==> config.mk <==
export PLATFORM = sky130hd
export DESIGN_NAME = modular_exponentiation_unit
export DESIGN_NICKNAME = d
export VERILOG_FILES = /design/src/hw/rtl/mexp_pkg.sv /design/src/hw/rtl/mexp_mulmod.sv /design/src/hw/rtl/modular_exponentiation_unit.sv
export SDC_FILE = /design/constraint.sdc
export NUM_CORES = 1
export LEC_CHECK = 0
export BUFFER_PORTS_ARGS = -buffer_cell sky130_fd_sc_hd__buf_2
export CAP_MARGIN = 25
export CORE_ASPECT_RATIO = 0.5
export CORE_MARGIN = 2
export CORE_UTILIZATION = 30
export CTS_CLUSTER_SIZE = 12
export DETAILED_ROUTE_END_ITERATION = 8
export PLACE_DENSITY = 0.53
export REMOVE_ABC_BUFFERS = 1
export SYNTH_ARGS = -nofsm -noshare
export SYNTH_HDL_FRONTEND = slang
export SYNTH_HIERARCHICAL = 1
export SYNTH_SLANG_ARGS = --single-unit
==> constraint.sdc <==
create_clock -name i_clk -period 18.23 [get_ports i_clk]
set_clock_uncertainty 0.05 [all_clocks]
set_input_delay 2.7345 -clock i_clk [delete_from_list [all_inputs] [get_ports i_clk]]
set_output_delay 2.7345 -clock i_clk [all_outputs]
set_load 0.01 [all_outputs]
==> src/hw/rtl/mexp_pkg.sv <==
// Shared definitions for the modular exponentiation block.
// Holds the operand width, the sequencer states and the multiplier interface types.
// No dependencies.
package mexp_pkg;

    // Width of the ports and width of the arithmetic.
    localparam int FIELD_W = 64;
    localparam int WIDTH   = 64;
    localparam int CNT_W   = $clog2(WIDTH);

    // Sequencer states of the top level.
    typedef enum logic [2:0] {
        S_IDLE,
        S_REDUCE,
        S_DISPATCH,
        S_RMUL,
        S_BSQ,
        S_OUT
    } t_state;

    // Request from the sequencer to the modular multiplier.
    typedef struct packed {
        logic             start;
        logic [WIDTH-1:0] a;
        logic [WIDTH-1:0] b;
    } t_mm_req;

    // Status from the modular multiplier back to the sequencer.
    typedef struct packed {
        logic busy;
        logic done;
    } t_mm_status;

endpackage

==> src/hw/rtl/mexp_mulmod.sv <==
// Bit-serial add-and-double modular multiplier: a * b mod m, one multiplier bit per cycle.
// Depends on mexp_pkg for the width and the request and status types.
module mexp_mulmod
    import mexp_pkg::*;
(
    input  logic             i_clk,
    input  logic             i_rst_n,
    input  t_mm_req          i_req,
    input  logic [WIDTH-1:0] i_mod,
    output t_mm_status       o_status,
    output logic [WIDTH-1:0] o_prod
);

    logic             r_run, n_run;
    logic             r_done, n_done;
    logic [CNT_W-1:0] r_cnt, n_cnt;
    logic [WIDTH-1:0] r_acc, n_acc;
    logic [WIDTH-1:0] r_a, n_a;
    logic [WIDTH-1:0] r_mul, n_mul;

    logic [WIDTH+1:0] sum;
    logic [WIDTH+1:0] mod1;
    logic [WIDTH+1:0] mod2;
    logic [WIDTH+1:0] diff1;
    logic [WIDTH+1:0] diff2;
    logic [WIDTH-1:0] step;

    // One step: 2*acc plus a when the multiplier bit is set, then reduce.
    // With acc and a below m the sum stays below 3m, so at most 2m comes off.
    always_comb begin
        mod1  = {2'b00, i_mod};
        mod2  = {1'b0, i_mod, 1'b0};
        sum   = {1'b0, r_acc, 1'b0} + (r_mul[WIDTH-1] ? {2'b00, r_a} : '0);
        diff1 = sum - mod1;
        diff2 = sum - mod2;
        if (sum >= mod2) begin
            step = diff2[WIDTH-1:0];
        end else if (sum >= mod1) begin
            step = diff1[WIDTH-1:0];
        end else begin
            step = sum[WIDTH-1:0];
        end
    end

    // Next values: load on a request, otherwise walk the multiplier from its top bit.
    always_comb begin
        n_run  = r_run;
        n_done = 1'b0;
        n_cnt  = r_cnt;
        n_acc  = r_acc;
        n_a    = r_a;
        n_mul  = r_mul;
        if (i_req.start && !r_run) begin
            n_run = 1'b1;
            n_cnt = CNT_W'(WIDTH - 1);
            n_acc = '0;
            n_a   = i_req.a;
            n_mul = i_req.b;
        end else if (r_run) begin
            n_acc = step;
            n_mul = {r_mul[WIDTH-2:0], 1'b0};
            n_cnt = r_cnt - 1'b1;
            if (r_cnt == '0) begin
                n_run  = 1'b0;
                n_done = 1'b1;
            end
        end
    end

    // Control registers.
    always_ff @(posedge i_clk) begin
        if (!i_rst_n) begin
            r_run  <= 1'b0;
            r_done <= 1'b0;
            r_cnt  <= '0;
        end else begin
            r_run  <= n_run;
            r_done <= n_done;
            r_cnt  <= n_cnt;
        end
    end

    // Operand and accumulator registers.
    always_ff @(posedge i_clk) begin
        r_acc <= n_acc;
        r_a   <= n_a;
        r_mul <= n_mul;
    end

    assign o_status.busy = r_run;
    assign o_status.done = r_done;
    assign o_prod        = r_acc;

endmodule

==> src/hw/rtl/modular_exponentiation_unit.sv <==
// Modular exponentiation block: base_value ** exponent mod modulus.
// Use: write the modulus on the cfg channel (i_cfg_valid / o_cfg_ready, i_cfg_modulus)
// while the block is idle; it resets to 1. An item is accepted on a rising edge with
// i_start high and o_busy low. o_busy stays high until the result has been shown.
// The result appears on o_power_result for exactly one cycle with o_result_valid high;
// the receiver cannot stall it and must take it in that cycle.
// The block works right to left over the exponent with one shared bit-serial modular
// multiplier. The base is first reduced by multiplying it by one. Each exponent bit
// costs a pass through the dispatch state, a squaring, and a multiply when the bit
// is set; work stops after the highest set bit.
// A zero modulus gives 0 in the cycle after accept. One item at a time: the next item
// can be taken at the end of the cycle that follows the strobe.
// Reset returns the sequencer to idle and the modulus to 1; an item at work is lost.
// Depends on mexp_pkg and mexp_mulmod.
module modular_exponentiation_unit
    import mexp_pkg::*;
(
    input  logic               i_clk,
    input  logic               i_rst_n,
    input  logic               i_start,
    output logic               o_busy,
    input  logic [FIELD_W-1:0] i_base_value,
    input  logic [FIELD_W-1:0] i_exponent,
    output logic               o_result_valid,
    output logic [FIELD_W-1:0] o_power_result,
    input  logic               i_cfg_valid,
    output logic               o_cfg_ready,
    input  logic [FIELD_W-1:0] i_cfg_modulus
);

    t_state           r_state, n_state;
    logic [FIELD_W-1:0] r_mod;
    logic [WIDTH-1:0] mod_w;
    logic [WIDTH-1:0] r_res, n_res;
    logic [WIDTH-1:0] r_sq, n_sq;
    logic [WIDTH-1:0] r_exp, n_exp;

    t_mm_req          mm_req;
    t_mm_status       mm_status;
    logic [WIDTH-1:0] mm_prod;

    assign mod_w = r_mod[WIDTH-1:0];

    // Shared modular multiplier.
    mexp_mulmod u_mulmod (
        .i_clk    (i_clk),
        .i_rst_n  (i_rst_n),
        .i_req    (mm_req),
        .i_mod    (mod_w),
        .o_status (mm_status),
        .o_prod   (mm_prod)
    );

    // Next state of the sequencer.
    always_comb begin
        n_state = r_state;
        case (r_state)
            S_IDLE: begin
                if (i_start) begin
                    n_state = (mod_w == '0) ? S_OUT : S_REDUCE;
                end
            end
            S_REDUCE: begin
                if (mm_status.done) begin
                    n_state = S_DISPATCH;
                end
            end
            S_DISPATCH: begin
                if (r_exp == '0) begin
                    n_state = S_OUT;
                end else if (r_exp[0]) begin
                    n_state = S_RMUL;
                end else begin
                    n_state = S_BSQ;
                end
            end
            S_RMUL: begin
                if (mm_status.done) begin
                    n_state = S_BSQ;
                end
            end
            S_BSQ: begin
                if (mm_status.done) begin
                    n_state = S_DISPATCH;
                end
            end
            S_OUT: begin
                n_state = S_IDLE;
            end
            default: begin
                n_state = S_IDLE;
            end
        endcase
    end

    // Sequencer outputs: multiplier requests.
    always_comb begin
        mm_req.start = 1'b0;
        mm_req.a     = r_sq;
        mm_req.b     = r_sq;
        case (r_state)
            S_IDLE: begin
                mm_req.start = i_start && (mod_w != '0);
                mm_req.a     = WIDTH'(1);
                mm_req.b     = i_base_value[WIDTH-1:0];
            end
            S_DISPATCH: begin
                mm_req.start = (r_exp != '0);
                mm_req.a     = r_exp[0] ? r_res : r_sq;
            end
            S_RMUL: begin
                mm_req.start = mm_status.done;
            end
            default: begin
                mm_req.start = 1'b0;
            end
        endcase
    end

    assign o_busy         = (r_state != S_IDLE);
    assign o_cfg_ready    = (r_state == S_IDLE);
    assign o_result_valid = (r_state == S_OUT);
    assign o_power_result = FIELD_W'(r_res);

    // Working values: result, running square of the base and remaining exponent.
    always_comb begin
        n_res = r_res;
        n_sq  = r_sq;
        n_exp = r_exp;
        case (r_state)
            S_IDLE: begin
                if (i_start) begin
                    n_exp = i_exponent[WIDTH-1:0];
                    n_res = (mod_w == '0) ? '0 : WIDTH'(1);
                end
            end
            S_REDUCE: begin
                if (mm_status.done) begin
                    n_sq = mm_prod;
                end
            end
            S_RMUL: begin
                if (mm_status.done) begin
                    n_res = mm_prod;
                end
            end
            S_BSQ: begin
                if (mm_status.done) begin
                    n_sq  = mm_prod;
                    n_exp = r_exp >> 1;
                end
            end
            default: begin
                n_res = r_res;
            end
        endcase
    end

    // Control state and the modulus register.
    always_ff @(posedge i_clk) begin
        if (!i_rst_n) begin
            r_state <= S_IDLE;
            r_mod   <= FIELD_W'(1);
        end else begin
            r_state <= n_state;
            if (i_cfg_valid && o_cfg_ready) begin
                r_mod <= i_cfg_modulus;
            end
        end
    end

    // Payload registers.
    always_ff @(posedge i_clk) begin
        r_res <= n_res;
        r_sq  <= n_sq;
        r_exp <= n_exp;
    end

    // The result strobe lasts a single cycle.
    a_strobe_single: assert property (@(posedge i_clk) disable iff (!i_rst_n)
        o_result_valid |=> !o_result_valid)
        else $error("result strobe held for more than one cycle");

    // A zero modulus gives its result right after the item is taken.
    a_zero_mod_fast: assert property (@(posedge i_clk) disable iff (!i_rst_n)
        (i_start && !o_busy && (mod_w == '0)) |=> o_result_valid)
        else $error("zero modulus item did not finish at once");

    // A result lies below the modulus, apart from a zero modulus and x**0 mod 1.
    a_result_range: assert property (@(posedge i_clk) disable iff (!i_rst_n)
        o_result_valid |-> (((mod_w == '0) && (r_res == '0)) ||
                            ((mod_w != '0) && (r_res < mod_w)) ||
                            ((mod_w == WIDTH'(1)) && (r_res == WIDTH'(1)))))
        else $error("result out of range");

    // The multiplier is never asked to start while it runs.
    a_mm_no_overlap: assert property (@(posedge i_clk) disable iff (!i_rst_n)
        mm_req.start |-> !mm_status.busy)
        else $error("multiplier started while busy");

    // The multiplier only finishes while an item is at work.
    a_mm_done_busy: assert property (@(posedge i_clk) disable iff (!i_rst_n)
        mm_status.done |-> o_busy)
        else $error("multiplier finished while idle");

endmodule
### Word level (Yosys, flattened, before mapping)

Index checks and enable logic that the tools add are counted.

* register bits: 459
* input bits: 196
* output and inout port bits: 67
* logic and storage cells: 77

* add/sub/neg operators: 4
* $lt $le $gt $ge: 2
* eq/ne operators: 9
* mux-type cells: 29
* bitwise gates (word level): 2
* reductions and logical operators: 20

Operators by type and width (number)
* 64-bit two-way mux: 11
* 64-bit case mux with 2 select lines: 3
* 64-bit zero test: 2
* 64-bit nonzero test: 2
* 64-bit subtractor: 2
* 65-bit by 64-bit adder with 66-bit output: 1
* 66-bit by 64-bit >= comparator with 1-bit output: 1
* 66-bit by 65-bit >= comparator with 1-bit output: 1
* 3-bit two-way mux: 6
* 6-bit two-way mux: 2
* 3-bit case mux with 4 select lines: 1
* 3-bit AND reduction: 3
* 3-bit by 2-bit equality test with 1-bit output (second input constant): 2
* 3-bit equality test (second input constant): 2
* 6-bit zero test: 1
* 2-bit by 1-bit inequality test with 1-bit output (second input constant): 3
* 2-bit nonzero test: 3
* 6-bit by 1-bit subtractor with 6-bit output (second input constant): 1
* 1-bit two-way mux: 5
* 3-bit by 1-bit equality test with 1-bit output (second input constant): 1
* 1-bit logical AND: 3
* 3-bit zero test: 1
* 1-bit case mux with 3 select lines: 1
* 3-bit nonzero test: 1
* 6 further kinds: 7

### Longest topological paths before layout

Gate-level depths: netlist (run 1).

* word-level depth: 5
* depth in mapped cells: 30
* depth with buffers taken out: 26

### By module

The synthesis (run 1) kept the hierarchy.

Modules (own cells, without submodules)
* mexp_mulmod: times used 1, cells each 2324, area each 19731.4 µm², sequential area each 5285.1 µm²
* modular_exponentiation_unit: times used 1, cells each 988, area each 11300.8 µm², sequential area each 7106.8 µm²

### Worst setup path before layout (run 1)

No wires, ideal clock.

* path kind: input port to flip-flop
* start: input port i_start
* end: register u_mulmod.r_mul[56], data pin
* setup time: 265 ps
* arrival: 5881 ps
* required time: 17915 ps
* slack: 12034 ps
* stages: 6
* buffers on the path: 1
* path through: nand2_1 > o22ai_1 > inv_1 > nor2_1 > clkbuf_1 > mux2_2

RTL lines
* start, declared: line modular_exponentiation_unit.sv:20 `input logic i_start,`
* end signal, assigned: line mexp_mulmod.sv:87 `r_mul <= n_mul;`
* end, declared: line mexp_mulmod.sv:19 `logic [WIDTH-1:0] r_mul, n_mul;`

### Worst setup path in the final report (run 1)

* start: register u_mulmod.r_mul[63]
* end: register u_mulmod.r_acc[56], in the netlist u_mulmod/o_prod[56]

* word-level cells in the longest chain between the ends: 5
* elaborated cells between the ends (all ways): 8
* classes of those cells: 3 x add/sub; 2 x order compare; 3 x mux

RTL lines
* 64-bit two-way mux (*): line mexp_mulmod.sv:33 `sum = {1'b0, r_acc, 1'b0} + (r_mul[WIDTH-1] ? {2'b00, r_a} : '0);`
* 65-bit by 64-bit adder with 66-bit output (*): line mexp_mulmod.sv:33
* 64-bit subtractor or 66-bit by 64-bit >= comparator with 1-bit output (tied branches): line mexp_mulmod.sv:34, mexp_mulmod.sv:38
* 64-bit two-way mux: line mexp_mulmod.sv:38 `end else if (sum >= mod1) begin`
* 64-bit two-way mux (*): line mexp_mulmod.sv:36 `if (sum >= mod2) begin`
* end signal, assigned: line mexp_mulmod.sv:85 `r_acc <= n_acc;`
* end, declared: line mexp_mulmod.sv:17 `logic [WIDTH-1:0] r_acc, n_acc;`

Mark *: on every way between the ends. The rest lies on a longest branch, timed or not.
A chain may end at the register's enable or synchronous reset.

==> metrics.yaml, run 1 <==
power:
  peakVddDrop_uv: 95.9
  p_leak_uw: 0.0144
  p_per_area_nw_per_um2: 187
die:
  design.portCount: 263
  rows: 83
  start_util: 0.302
  core_area_um2: 103000
  die_x_um: 459
  die_area_um2: 106000
  die_y_um: 231
global_route:
  grtUsageTotal: 0.208
  antenna_found_initial: 2
  grt_max_degree: 75
  grt_pass1_vias: 26100
  grt_pass1_wl_um: 168000
  grt-ovfl-total: 0
yosys:
  ys_warn_count: 6
  syn_area_um2: 31000
  syn_avg_cell_area_um2: 9.37
  syn_inst: 3311
cts:
  clockRootBuffer: "clkbuf_16"
  cts_max_level: 2
  cts_resized: 0
  clk_pin_slew_ps: 60
  cts_tree: "built"
  clkLatencyLatePin_ps: 650
  clock_sink_count: 459
  cts_buffers: 51
  cts_setup_buffers: 0
  holdBufCountCts: 0
  clockBufferDepth: 3
detailed_routing:
  wirelength_um: 113000
  drc: 0
  vias: 26700
  wl_per_cell_um: 23.1
  drt_iter0_drc: 1986
  firstDrtPassIters: 5
  viasPerCell: 5.45
  ant_nets: 0
worst_setup_path:
  worst_path_max_delay_cell: "edfxtp_1"
  critPathMaxFanout: 46
  arrival_ps: 10180
  start_kind: "register"
  worstPathRequired_ps: 18720
  critical_path_class: "register to register"
  slowest_delay_ps: 1010
  endpoint_kind: "register"
place:
  dp_hpwl_um: 87400
  port_buffers: 262
  gp_congestion: 0.961
  place_area_um2: 33600
finish:
  diodes: 0
  drive_above_1_share: 0.159
  fill_cells: 10600
  final_core_util: 0.344
  area_growth_pct: 13.9
  nNetsFinal: 3880
  post-route-cell-area_um2: 35300
sta:
  fin_setup_tns_ps: 0
  rsz0062_at_grt: "false"
  tightest_slew_ps: 1140
  relSlewSlack: 0.238
  setup_viol: 0
  layout_min_cycle_time_ps: 9690
  fmax_mhz: 103
  period_share: 0.531
  slew_viol_final: 0
  hold_viol: 0
outcome:
  status: "complete, no violations"
flow_run:
  max_cap_violations: 0
worst_hold_path:
  hp-class: "register to register"
## stage by stage
stage          total power, µW  setup slack [ps]  hold WS, ps  cells
3_5_place_dp              5440              8820          415   4793
5_1_grt                   7040              8100          439   4891
6_report                  6620              8540          421   4891
2_1_floorplan             4240              8590          398   3133
4_1_cts                   6560              8720          422   4889
3_3_place_gp              5450              8400          410   4789
## layout make-up
cell class,count,area (µm²),share of cell area
Timing Repair Buffer,302,1640,0.0463
Inverter,125,472,0.0133
Multi-Input combinational cell,2549,17400,0.493
Clock inverter,19,253,0.00715
Tap cell,1360,1700,0.0482
Sequential cell,459,12400,0.351
Clock buffer,77,1470,0.0415
## worst max-delay path: cells and delay by family, from the launching register on
| family | cells | cell delay (ps) |
|---|---|---|
| adders and majority gates | 2 | 740 |
| and+or+nand+nor | 5 | 1820 |
| DFF | 1 | 1010 |
| xor gates and xnor gates | 1 | 510 |
| buffers and inverters | 4 | 1500 |
| AOI/OAI and AO/OA | 16 | 3830 |
## path summary, 6_finish.rpt
check                     startpoint                   to  slack (ps)  cells after the start
setup reg to reg  u_mulmod/r_mul[63]  u_mulmod/o_prod[56]        8540                     28
setup / recovery  u_mulmod/r_mul[63]  u_mulmod/o_prod[56]        8540                     28
hold / removal              mod_w[4]             mod_w[4]         420                      2
hold reg to reg             mod_w[4]             mod_w[4]         420                      2
## routing by layer
layer  share of wire  GRT usage  up-vias
met4           0.029     0.0628        0
met5               0          0        -
met2            0.43      0.317      808
li1                -          -    12600
met1            0.47      0.294    13100
met3           0.068     0.0451      154
## report_power, final
group,switching (µW),internal (µW),leakage [µW]
registers,137,1280,0.00423
logic,2580,1540,0.00935
clock network,471,617,0.000831
total,3190,3440,0.0144
## layout by cell type (no fill, tap or decap), types with 10 or more instances in the layout
cell type    n
o221ai_1    46
a21boi_1    61
nor4_1      46
nand4_1     58
a21o_1      91
mux2i_1     46
clkbuf_1    18
or2_2       11
mux2_2     127
xnor2_1    118
ha_1       193
clkbuf_16   52
nor2b_1     23
o21a_1      21
a21oi_1    216
nand2_1    523
and2_1      80
buf_2      263
nor3_1      35
edfxtp_1   320
o211ai_1    18
inv_1      123
buf_4       35
a21boi_0    14
nand2b_1    14
and3_1      88
nor2_1     126
o31ai_1     14
a221o_1     17
o21ai_0    140
o21bai_1    22
nand3_1     60
a31oi_1     25
or3_1       10
dfxtp_1    138
xor2_1      62
a211oi_1    33
a22o_1      64
## registers in the layout, indices dropped and copies added (netlist names)
name / count
mod_w: 64
o_power_result: 64
r_exp: 64
r_sq: 64
r_state: 3
u_mulmod/o_prod: 64
u_mulmod/r_a: 64
u_mulmod/r_cnt: 6
u_mulmod/r_done: 1
u_mulmod/r_mul: 64
u_mulmod/r_run: 1
Note: power is estimated with default switching activity, not from simulation.
==> run 2: changes to the inputs <==
- ABC_AREA: unset -> 1
- clock period: 18.23 -> 9.7 ns (I/O delays scaled with it)
==> metrics.yaml, run 2 <==
outcome:
  status: "complete, no violations"
die:
  rows: 88
  die_y_um: 246
  die_area_um2: 120000
  die_x_um: 489
  core_area_um2: 116000
  start_util: 0.304
  design.portCount: 263
cts:
  clockRootBuffer: "clkbuf_16"
  clock_sink_count: 459
  clk_pin_slew_ps: 60
  cts_tree: "built"
  clkLatencyLatePin_ps: 650
  holdBufCountCts: 0
  cts_buffers: 48
  cts_setup_buffers: 0
  cts_max_level: 2
  clockBufferDepth: 3
  cts_resized: 0
yosys:
  ys_warn_count: 6
  syn_avg_cell_area_um2: 6.81
  syn_inst: 5177
  syn_area_um2: 35300
worst_setup_path:
  critPathMaxFanout: 64
  timing.rr.start: "u_mulmod/r_mul[63]"
  worstPathRequired_ps: 10170
  slowest_delay_ps: 930
  endpoint_kind: "register"
  critical_path_class: "register to register"
  start_kind: "register"
  worst_path_max_delay_cell: "edfxtp_1"
  crit_start: "u_mulmod/r_mul[63]"
  arrival_ps: 7740
  path_common_cell: "nand2_1"
detailed_routing:
  viasPerCell: 5.16
  wirelength_um: 166000
  firstDrtPassIters: 6
  vias: 36100
  ant_nets: 0
  wl_per_cell_um: 23.8
  drc: 0
  drt_iter0_drc: 4482
finish:
  drive_above_1_share: 0.0801
  area_growth_pct: 12.2
  layout_common_cells: "1,597 x nand2_1, 747 x inv_1, 542 x nor2_1, 409 x o21ai_0, 391 x a21oi_1"
  nNetsFinal: 5779
  mostFrequentLayoutCell: "nand2_1"
global_route:
  antenna_found_initial: 7
  grt_max_degree: 130
  grt_pass1_vias: 33500
  grt_pass1_wl_um: 234000
  grtUsageTotal: 0.268
  grt-ovfl-total: 0
sta:
  relSlewSlack: 0.185
  rsz0062_at_grt: "false"
  slew_viol_final: 0
  period_share: 0.750
  worst_slack_ps: 2430
  layout_min_cycle_time_ps: 7270
  tightest_slew_ps: 1220
  fmax_mhz: 138
  fin_setup_tns_ps: 0
  setup_viol: 0
  hold_viol: 0
place:
  dp_hpwl_um: 138000
  port_buffers: 262
  post-place-ws_ps: 2700
  gp_congestion: 1.05
worst_hold_path:
  min-delay-start: "mod_w[7]"
  hp-class: "register to register"
flow_run:
  max_cap_violations: 0
[run 2: critical path: cells and delay by family, from the launching register on]
kind / cells / cell delay (ps)
simple gates: 21 / 3250
buf+inv: 7 / 880
fa+ha+maj: 2 / 870
flops: 1 / 930
compound gates: 1 / 350
xor+xnor: 1 / 770
[run 2: final timing paths]
path | to | slack, ps | depth (start not counted)
worst max-delay path | u_mulmod/o_prod[7] | 2430 | 32
worst min-delay path | mod_w[7] | 420 | 2
worst max register to register | u_mulmod/o_prod[7] | 2430 | 32
worst min register to register | mod_w[7] | 420 | 2
[run 2: layout make-up]
type / count / area, µm²
multi-input cells: 3818 / 19200
fillers: 12700 / 76400
repair buffers: 302 / 1650
clock inverters: 13 / 183
flip-flops and latches: 459 / 12400
diodes: 3 / 7.51
inverters: 758 / 2850
well taps: 1575 / 1970
clock buffers: 68 / 1320
[run 2: per-stage QoR]
stage               std cells  instance area, µm²  hold slack, ps   util
floorplan                5035               34400             394      -
global placement         6901               38000             412  0.327
detailed placement       6901               38000             416  0.327
CTS                      6982               39500             426  0.340
global route             6993               39600             451  0.341
finish                   6996               39600             424  0.341
[run 2: routing by layer]
metal / GRT usage / wire [µm]
met5: 0 / 27
met4: 0.0433 / 2620
met3: 0.0580 / 15200
met2: 0.351 / 61200
met1: 0.437 / 87100
Power of run 2 is not shown: default switching activity piles up to over one toggle a cycle in this logic, so the estimate is an artifact.
